## config.mk

```make
export PLATFORM = sky130hd
export DESIGN_NAME = halton_taa_jitter_generator
export DESIGN_NICKNAME = d
export VERILOG_FILES = /design/src/htjg_pkg.sv /design/src/htjg_datapath.sv /design/src/htjg_ctrl.sv /design/src/halton_taa_jitter_generator.sv
export SDC_FILE = /design/constraint.sdc
export NUM_CORES = 1
export LEC_CHECK = 0
export BUFFER_PORTS_ARGS = -buffer_cell sky130_fd_sc_hd__buf_4
export CAP_MARGIN = 20
export CORE_MARGIN = 2
export CORE_UTILIZATION = 55
export CTS_BUF_LIST = sky130_fd_sc_hd__clkbuf_2
export DETAILED_ROUTE_END_ITERATION = 10
export GPL_ROUTABILITY_DRIVEN = 0
export PLACE_DENSITY = 0.79
export SLEW_MARGIN = 40
export SYNTH_ARGS = -nofsm -noshare
export SYNTH_HDL_FRONTEND = slang
export SYNTH_SLANG_ARGS = --single-unit
export TNS_END_PERCENT = 100
```

## constraint.sdc

```tcl
create_clock -name clk -period 9.5 [get_ports clk]
set_input_delay 0.475 -clock clk [delete_from_list [all_inputs] [get_ports clk]]
set_output_delay 0.475 -clock clk [all_outputs]
set_load 0.01 [all_outputs]
```

## src/htjg_pkg.sv

```systemverilog
// Shared types, constants and state encoding for the Halton jitter generator.
`default_nettype none
package htjg_pkg;

  // Default sample count; the modulus is a parameter of the top level.
  localparam int DEF_SAMPLE_COUNT = 16;

  // Configuration register indexes.
  localparam int CFG_IDX_W = 1;
  localparam logic [CFG_IDX_W-1:0] REG_VIEWPORT_WIDTH  = 1'b0;
  localparam logic [CFG_IDX_W-1:0] REG_VIEWPORT_HEIGHT = 1'b1;

  localparam int VIEWPORT_W = 15;
  localparam logic [VIEWPORT_W-1:0] WIDTH_RESET  = 15'd1920;
  localparam logic [VIEWPORT_W-1:0] HEIGHT_RESET = 15'd1080;

  // Data widths, sized for the largest supported sample count of 256.
  localparam int INDEX_W = 32;
  localparam int FRAC_W  = 32;
  localparam int MREM_W  = 8;   // remainder below the largest sample count
  localparam int MSUM_W  = 9;   // sum of two remainders before the final subtraction
  localparam int K_W     = 9;   // k runs from 1 to 256
  localparam int NUM_W   = 11;  // base-3 numerator, doubled during long division
  localparam int DEN_W   = 10;  // 3^6 = 729 at most
  localparam int DREM_W  = VIEWPORT_W + 1;

  // Reciprocal of three for a 9-bit value: q = (k * 171) >> 9.
  localparam int RECIP3       = 171;
  localparam int RECIP3_SHIFT = 9;
  localparam int PROD3_W      = K_W + 8;

  // Iterative phases: bits retired per cycle and resulting cycle counts.
  localparam int MOD_BITS    = 8;
  localparam int MOD_CYCLES  = INDEX_W / MOD_BITS;
  localparam int FRAC_BITS   = 4;
  localparam int FRAC_CYCLES = FRAC_W / FRAC_BITS;
  localparam int DIV_BITS    = 2;
  localparam int DIV_CYCLES  = FRAC_W / DIV_BITS;
  localparam int CNT_W       = $clog2(DIV_CYCLES);

  // Constant remainder table, one entry for each value of an index byte.
  typedef logic [(1 << MOD_BITS)-1:0][MREM_W-1:0] mod_tab_t;

  typedef enum logic [2:0] {
    S_IDLE,
    S_MOD,
    S_KLOAD,
    S_DIGIT,
    S_FRAC,
    S_PREP,
    S_DIV,
    S_DONE
  } htjg_state_t;

  typedef struct packed {
    logic mod_load;
    logic mod_step;
    logic k_load;
    logic digit_step;
    logic frac_step;
    logic div_prep;
    logic div_step;
    logic out_load;
  } htjg_cmd_t;

  typedef struct packed {
    logic k_last;
  } htjg_status_t;

endpackage
`default_nettype wire

```

## src/htjg_datapath.sv

```systemverilog
// Datapath: modulo reduction, radical inverses, signed division and result registers.
`default_nettype none
module htjg_datapath import htjg_pkg::*; #(
  parameter int SAMPLE_COUNT = DEF_SAMPLE_COUNT
) (
  input  wire logic                  clk,
  input  wire logic                  rst,
  input  wire logic                  cfg_write,
  input  wire logic [CFG_IDX_W-1:0]  cfg_index,
  input  wire logic [VIEWPORT_W-1:0] cfg_data,
  input  wire logic [INDEX_W-1:0]    frame_index,
  input  wire htjg_cmd_t             cmd,
  output htjg_status_t               status,
  output logic signed [FRAC_W-1:0]   jitter_x,
  output logic signed [FRAC_W-1:0]   jitter_y,
  output logic signed [FRAC_W-1:0]   prev_jitter_x,
  output logic signed [FRAC_W-1:0]   prev_jitter_y
);

  localparam int MODULUS = (SAMPLE_COUNT < 1) ? 1 : SAMPLE_COUNT;
  localparam logic [MSUM_W-1:0] MOD_C = MSUM_W'(MODULUS);
  localparam logic [FRAC_W-1:0] HALF  = {1'b1, {(FRAC_W-1){1'b0}}};

  function automatic mod_tab_t mod_table(input int scale);
    mod_tab_t t;
    for (int i = 0; i < (1 << MOD_BITS); i++) begin
      t[i] = MREM_W'((i * scale) % MODULUS);
    end
    return t;
  endfunction

  // Remainder of a value moved up one byte, and remainder of a byte on its own.
  localparam mod_tab_t SHIFT_TAB = mod_table(1 << MOD_BITS);
  localparam mod_tab_t BYTE_TAB  = mod_table(1);

  logic [VIEWPORT_W-1:0] viewport_width, viewport_height;
  logic [INDEX_W-1:0]    idx_sh,  idx_sh_next;
  logic [MREM_W-1:0]     mrem,    mrem_next;
  logic [MSUM_W-1:0]     mod_sum;
  logic [K_W-1:0]        kr,      kr_next;
  logic [NUM_W-1:0]      num,     num_next;
  logic [DEN_W-1:0]      den,     den_next;
  logic [FRAC_W-1:0]     frac2,   frac2_next;
  logic [FRAC_W-1:0]     fq,      fq_next;
  logic [FRAC_W-1:0]     qx,      qx_next, qy, qy_next;
  logic [DREM_W-1:0]     rx,      rx_next, ry, ry_next;
  logic [VIEWPORT_W-1:0] dx,      dy;
  logic                  sx,      sy;
  logic [FRAC_W-1:0]     last_x,  last_y;

  logic [K_W-1:0]        k_init;
  logic [PROD3_W-1:0]    prod3;
  logic [K_W-1:0]        q3, t3;
  logic [1:0]            r3;
  logic [FRAC_W-1:0]     res_x, res_y;

  // Configuration registers.
  always_ff @(posedge clk) begin
    if (rst) begin
      viewport_width  <= WIDTH_RESET;
      viewport_height <= HEIGHT_RESET;
    end else if (cfg_write) begin
      unique case (cfg_index)
        REG_VIEWPORT_WIDTH:  viewport_width  <= cfg_data;
        REG_VIEWPORT_HEIGHT: viewport_height <= cfg_data;
        default: ;
      endcase
    end
  end

  // Frame index modulo the sample count, one byte a cycle from the top. Both table
  // entries are below the modulus, so a single subtraction completes each step.
  always_comb begin
    mod_sum     = MSUM_W'(SHIFT_TAB[mrem]) +
                  MSUM_W'(BYTE_TAB[idx_sh[INDEX_W-1 -: MOD_BITS]]);
    mrem_next   = (mod_sum >= MOD_C) ? MREM_W'(mod_sum - MOD_C) : MREM_W'(mod_sum);
    idx_sh_next = {idx_sh[INDEX_W-MOD_BITS-1:0], MOD_BITS'(0)};
  end

  // One base-3 digit a cycle, the division by three done by reciprocal.
  always_comb begin
    k_init = K_W'(mrem) + K_W'(1);
    prod3  = PROD3_W'(kr) * PROD3_W'(RECIP3);
    q3     = K_W'(prod3 >> RECIP3_SHIFT);
    t3     = K_W'({q3, 1'b0}) + q3;
    r3     = 2'(kr - t3);
    kr_next  = q3;
    num_next = NUM_W'({num, 1'b0}) + num + NUM_W'(r3);
    den_next = DEN_W'({den, 1'b0}) + den;
    status.k_last = (q3 == '0);
  end

  // Bit reversal of k is the base-2 radical inverse.
  always_comb begin
    frac2_next = '0;
    for (int i = 0; i < K_W; i++) begin
      frac2_next[FRAC_W-1-i] = k_init[i];
    end
  end

  // Fraction num/den by restoring long division.
  logic [NUM_W-1:0] num_frac;
  always_comb begin
    num_frac = num;
    fq_next  = fq;
    for (int i = 0; i < FRAC_BITS; i++) begin
      num_frac = {num_frac[NUM_W-2:0], 1'b0};
      fq_next  = {fq_next[FRAC_W-2:0], 1'b0};
      if (num_frac >= NUM_W'(den)) begin
        num_frac   = num_frac - NUM_W'(den);
        fq_next[0] = 1'b1;
      end
    end
  end

  // Two lanes of restoring division of the magnitude by the viewport size.
  always_comb begin
    rx_next = rx;
    qx_next = qx;
    ry_next = ry;
    qy_next = qy;
    for (int i = 0; i < DIV_BITS; i++) begin
      rx_next = {rx_next[DREM_W-2:0], qx_next[FRAC_W-1]};
      qx_next = {qx_next[FRAC_W-2:0], 1'b0};
      if (rx_next >= DREM_W'(dx)) begin
        rx_next    = rx_next - DREM_W'(dx);
        qx_next[0] = 1'b1;
      end
      ry_next = {ry_next[DREM_W-2:0], qy_next[FRAC_W-1]};
      qy_next = {qy_next[FRAC_W-2:0], 1'b0};
      if (ry_next >= DREM_W'(dy)) begin
        ry_next    = ry_next - DREM_W'(dy);
        qy_next[0] = 1'b1;
      end
    end
  end

  assign res_x = sx ? (~qx + FRAC_W'(1)) : qx;
  assign res_y = sy ? (~qy + FRAC_W'(1)) : qy;

  always_ff @(posedge clk) begin
    if (cmd.mod_load) begin
      idx_sh <= frame_index;
      mrem   <= '0;
    end else if (cmd.mod_step) begin
      idx_sh <= idx_sh_next;
      mrem   <= mrem_next;
    end
    if (cmd.k_load) begin
      kr    <= k_init;
      num   <= '0;
      den   <= DEN_W'(1);
      frac2 <= frac2_next;
    end else if (cmd.digit_step) begin
      kr  <= kr_next;
      num <= num_next;
      den <= den_next;
    end else if (cmd.frac_step) begin
      num <= num_frac;
      fq  <= fq_next;
    end
    if (cmd.div_prep) begin
      // Centre on one half: a fraction below one half gives a negative jitter.
      sx <= ~frac2[FRAC_W-1];
      qx <= frac2[FRAC_W-1] ? (frac2 ^ HALF) : (HALF - frac2);
      sy <= ~fq[FRAC_W-1];
      qy <= fq[FRAC_W-1] ? (fq ^ HALF) : (HALF - fq);
      rx <= '0;
      ry <= '0;
      dx <= (viewport_width == '0) ? VIEWPORT_W'(1) : viewport_width;
      dy <= (viewport_height == '0) ? VIEWPORT_W'(1) : viewport_height;
    end else if (cmd.div_step) begin
      qx <= qx_next;
      rx <= rx_next;
      qy <= qy_next;
      ry <= ry_next;
    end
    if (cmd.out_load) begin
      jitter_x      <= res_x;
      jitter_y      <= res_y;
      prev_jitter_x <= last_x;
      prev_jitter_y <= last_y;
    end
  end

  // Jitter of the previous frame.
  always_ff @(posedge clk) begin
    if (rst) begin
      last_x <= '0;
      last_y <= '0;
    end else if (cmd.out_load) begin
      last_x <= res_x;
      last_y <= res_y;
    end
  end

endmodule
`default_nettype wire

```

## src/htjg_ctrl.sv

```systemverilog
// Controller: phase sequencing, step counter and the output handshake.
`default_nettype none
module htjg_ctrl import htjg_pkg::*; (
  input  wire logic         clk,
  input  wire logic         rst,
  input  wire logic         in_valid,
  output logic              in_stall,
  output logic              out_valid,
  input  wire logic         out_stall,
  input  wire htjg_status_t status,
  output htjg_cmd_t         cmd
);

  htjg_state_t      state, state_next;
  logic [CNT_W-1:0] cnt, cnt_next;
  logic             accept;
  logic             out_free;
  logic             out_valid_next;

  assign in_stall = (state != S_IDLE);
  assign accept   = in_valid && !in_stall;
  assign out_free = !out_valid || !out_stall;

  always_comb begin
    state_next = state;
    unique case (state)
      S_IDLE:  if (accept) state_next = S_MOD;
      S_MOD:   if (cnt == CNT_W'(MOD_CYCLES - 1)) state_next = S_KLOAD;
      S_KLOAD: state_next = S_DIGIT;
      S_DIGIT: if (status.k_last) state_next = S_FRAC;
      S_FRAC:  if (cnt == CNT_W'(FRAC_CYCLES - 1)) state_next = S_PREP;
      S_PREP:  state_next = S_DIV;
      S_DIV:   if (cnt == CNT_W'(DIV_CYCLES - 1)) state_next = S_DONE;
      S_DONE:  if (out_free) state_next = S_IDLE;
      default: state_next = S_IDLE;
    endcase
  end

  always_comb begin
    cmd            = '0;
    cmd.mod_load   = accept;
    cmd.mod_step   = (state == S_MOD);
    cmd.k_load     = (state == S_KLOAD);
    cmd.digit_step = (state == S_DIGIT);
    cmd.frac_step  = (state == S_FRAC);
    cmd.div_prep   = (state == S_PREP);
    cmd.div_step   = (state == S_DIV);
    cmd.out_load   = (state == S_DONE) && out_free;
    cnt_next       = (state_next != state) ? '0 : cnt + CNT_W'(1);
    if (cmd.out_load) begin
      out_valid_next = 1'b1;
    end else if (out_valid && !out_stall) begin
      out_valid_next = 1'b0;
    end else begin
      out_valid_next = out_valid;
    end
  end

  always_ff @(posedge clk) begin
    if (rst) begin
      state     <= S_IDLE;
      cnt       <= '0;
      out_valid <= 1'b0;
    end else begin
      state     <= state_next;
      cnt       <= cnt_next;
      out_valid <= out_valid_next;
    end
  end

  // A waiting result is never overwritten.
  a_no_overwrite: assert property (@(posedge clk) disable iff (rst)
    cmd.out_load |-> !(out_valid && out_stall))
    else $error("result register loaded while a beat was still waiting");

  // Loading the result register always presents a beat next cycle.
  a_load_shows: assert property (@(posedge clk) disable iff (rst)
    cmd.out_load |=> out_valid)
    else $error("loaded result not presented");

  // The division phase runs for exactly its step count.
  a_div_len: assert property (@(posedge clk) disable iff (rst)
    (state == S_PREP) |=> ##(DIV_CYCLES) (state == S_DONE))
    else $error("division phase length wrong");

  // An accepted beat starts the modulo phase with a cleared counter.
  a_start: assert property (@(posedge clk) disable iff (rst)
    accept |=> (state == S_MOD) && (cnt == '0))
    else $error("accepted beat did not start the modulo phase");

endmodule
`default_nettype wire

```

## src/halton_taa_jitter_generator.sv

```systemverilog
// A frame index beat passes through the modulo, base-3 digit, fraction long division
// and viewport division phases of one datapath, then out_valid rises.
// The digit phase steps once per base-3 digit of k (1 to 3 at the default sample count,
// at most 6). No new index is taken until the previous result is loaded.
// A new index is taken while the previous result still waits to be read.
// Reset: viewport registers return to 1920 x 1080 and the stored previous jitter to zero.
`default_nettype none
module halton_taa_jitter_generator import htjg_pkg::*; #(
  parameter int SAMPLE_COUNT = DEF_SAMPLE_COUNT
) (
  input  wire logic                  clk,
  input  wire logic                  rst,
  input  wire logic                  cfg_write,
  input  wire logic [CFG_IDX_W-1:0]  cfg_index,
  input  wire logic [VIEWPORT_W-1:0] cfg_data,
  input  wire logic                  in_valid,
  output logic                       in_stall,
  input  wire logic [INDEX_W-1:0]    frame_index,
  output logic                       out_valid,
  input  wire logic                  out_stall,
  output logic signed [FRAC_W-1:0]   jitter_x,
  output logic signed [FRAC_W-1:0]   jitter_y,
  output logic signed [FRAC_W-1:0]   prev_jitter_x,
  output logic signed [FRAC_W-1:0]   prev_jitter_y
);

  htjg_cmd_t    cmd;
  htjg_status_t status;

  htjg_ctrl u_ctrl (
    .clk       (clk),
    .rst       (rst),
    .in_valid  (in_valid),
    .in_stall  (in_stall),
    .out_valid (out_valid),
    .out_stall (out_stall),
    .status    (status),
    .cmd       (cmd)
  );

  htjg_datapath #(
    .SAMPLE_COUNT (SAMPLE_COUNT)
  ) u_datapath (
    .clk           (clk),
    .rst           (rst),
    .cfg_write     (cfg_write),
    .cfg_index     (cfg_index),
    .cfg_data      (cfg_data),
    .frame_index   (frame_index),
    .cmd           (cmd),
    .status        (status),
    .jitter_x      (jitter_x),
    .jitter_y      (jitter_y),
    .prev_jitter_x (prev_jitter_x),
    .prev_jitter_y (prev_jitter_y)
  );

endmodule
`default_nettype wire
```

==> impl_metrics.ini <==
[synthesis]
yosysWarnings = 0
synth_cells = 2288
syn_avg_cell_area_um2 = 10.52
synthFlopType = edfxtp_1
syn_area_um2 = 24080
ys_ff_latch = 444
ys_seq_area_share_pct = 48.76
synth-edff-count = 285
async_reset_ff_share_pct = 0
syn_nets = 2536
synth_cell_types = 81

[cts]
post_cts_buffers = 0
cts_root_buf = clkbuf_2
clk_latency_ps = 1180
cts_made_buffers = 107
clkTransAtPathRegs_ps = 90
cts_tree = yes
cts_sinks = 444
h-tree-depth = 3
cts_max_path_buffers = 3

[floorplan]
rows = 76
die_h_um = 213.2
initial_core_util_pct = 55.77
die_width_um = 213.2
die_area_um2 = 45470
core_um2 = 43170
ios = 183

[critical_path]
path_depth = 35
crit_fanout = 13
cp_top_family = compound AO/OA/AOI/OAI gates
cp_slowest_cell = fa_1
worst_setup_path_end_kind = register
r2r_slack_ps = 740
path_class = register to register
crit_buf_inv = 4
r2r_cells = 35
cp_data_required_time_ps = 10550
critPathMaxStageDelay_ps = 480
crit_top_cell = fa_1
arrival_ps = 9810
startpoint_type = register

[cells_and_area]
syn_to_final_growth_pct = 14.44
final_nets = 2785
layout-drive-gt1-share_pct = 17.14
final_cells = 3218
final_common_cell = edfxtp_1
final_cell_mix = 285 x edfxtp_1, 207 x nand2_1, 200 x nor2_1, 178 x buf_4, 173 x clkbuf_2

[routing]
ant_nets = 0
route.detailed.wl_per_inst_um = 16.90
drtIter0Drc = 1192
drc = 0
detail_route.wirelength_um = 54390
vias_per_cell = 5.630
vias = 18120
first_pass_iters = 6

[global_route]
grt_max_degree = 164
grt_usage_pct = 23.84
grt_pass1_vias = 18000
overflow = 0
grt_pass1_wl_um = 86680
antenna_found_initial = 1

[timing]
worst_clock_skew_ps = 110.4
finalCritPeriodShare_pct = 92.23
final_max_slew_viol_count = 0
setup_slack_ps = 738.6
period_needed_ps = 8761
setup-violations-final = 0
worst_pin_slew_ps = 795.2
maxSlewHeadroom_pct = 46.98
whs_ps = 113.3
rsz0062_at_grt = no
final.setup.tns_ps = 0
fmax_ghz = 0.1141
hold_violations = 0

[worst_hold_path]
holdPathStages = 3
min_path_type = primary input to register

[job]
maxCapViolations = 0

[status]
outcome = finished clean

[place]
dp_slack_ps = 509.3
dp_cells = 2955
portBuffers = 166
dpl.hpwl_um = 38420
## sequential cells by signal, indices dropped and copies added (netlist names), 5 cells and up
signal and count:
u_datapath.prev_jitter_y 32, u_datapath.frac2 5, u_datapath.idx_sh 16, u_datapath.den 9, u_datapath.rx 15, u_datapath.viewport_width 15, u_datapath.last_y 32, u_datapath.num 10
u_datapath.qy 32, u_datapath.fq 32, u_datapath.jitter_y 32, u_datapath.jitter_x 32, u_datapath.prev_jitter_x 32, u_datapath.last_x 32, u_datapath.dy 15, u_datapath.viewport_height 15
u_datapath.qx 32, u_datapath.kr 8, u_datapath.dx 15, u_datapath.ry 15
## tightest hold or removal path, stage by stage
cell,delay [ps]
dlygate4sd3_1,530
buf_4,130
nor3_1,50
## cells in the mapped netlist (21+ instances only)
| cell type | count | area share [%] |
|---|---|---|
| clkbuf_1 | 83 | 1.3 |
| o21a_1 | 21 | 0.65 |
| edfxtp_1 | 285 | 36 |
| nand3_1 | 21 | 0.44 |
| mux2_2 | 40 | 1.9 |
| o21ai_0 | 142 | 3.0 |
| nor2b_1 | 22 | 0.57 |
| o31ai_1 | 29 | 0.90 |
| nor3_1 | 37 | 0.77 |
| a21oi_1 | 110 | 2.3 |
| nand2_1 | 209 | 3.3 |
| fa_1 | 23 | 1.9 |
| nor4_1 | 25 | 0.65 |
| ha_1 | 172 | 8.9 |
| xor2_1 | 51 | 1.9 |
| xnor2_1 | 119 | 4.3 |
| and2_1 | 32 | 0.83 |
| dfxtp_1 | 159 | 13 |
| inv_1 | 144 | 2.2 |
| mux2i_1 | 87 | 3.6 |
| nor2_1 | 203 | 3.2 |
## logic make-up (layout without fill, tap and decap cells)
family                   after synthesis  in the layout  share of synthesized area [%]
AO/OA/AOI/OAI                        454            454                          12.08
XOR/XNOR                             170            170                          6.184
adder cells (fa/ha/maj)              195            195                          10.85
buffers and inverters                246            589                          3.949
flip-flops                           444            444                          48.76
multiplexers                         128            128                          5.534
other                                  0              2                              0
AND/OR/NAND/NOR                      651            651                          12.64
## final timing paths
check                                      from                                      to
min                                         rst       u_datapath.last_x[3]$_SDFFE_PP0P_
max reg2reg      u_datapath.den[1]$_SDFFE_PP0P_          u_datapath.num[2]$_SDFFE_PP0P_
max              u_datapath.den[1]$_SDFFE_PP0P_          u_datapath.num[2]$_SDFFE_PP0P_
min reg2reg  u_datapath.last_x[30]$_SDFFE_PP0P_  u_datapath.prev_jitter_x[30]$_DFFE_PP_
## layer usage
layer,GRT usage (%),routed length (um)
met5,0,0
met4,10.27,1666
met3,4.898,3254
met2,40.82,26480
met1,29.22,22990
## final cells by class
cell class              instances  area (um2)
clock inverters                30       202.7
diodes                          2       5.005
repair buffers                240        2017
clock buffers                 173       865.8
multi-input cells            1598       11440
fillers                      3415       15620
flip-flops and latches        444       11740
inverters                     146       548.0
well taps                     585       732.0
## per-stage QoR
step	cell area [um2]	util (%)
after floorplan	24080	-
after global placement	25800	59.76
after detailed placement	25840	59.85
after CTS	27440	63.55
after global routing	27550	63.82
final	27550	63.82
## timing repair
| item | CTS | global route |
|---|---|---|
| hold endpoints to repair | 132 | 0 |
| hold buffers | 53 | 0 |
| resized for setup | 0 | 4 |
| endpoints found under the setup margin | 0 | 11 |
Power is left out: the tool's default activity adds up to more than one toggle a clock period on the data nets, which glitch-free logic cannot reach.
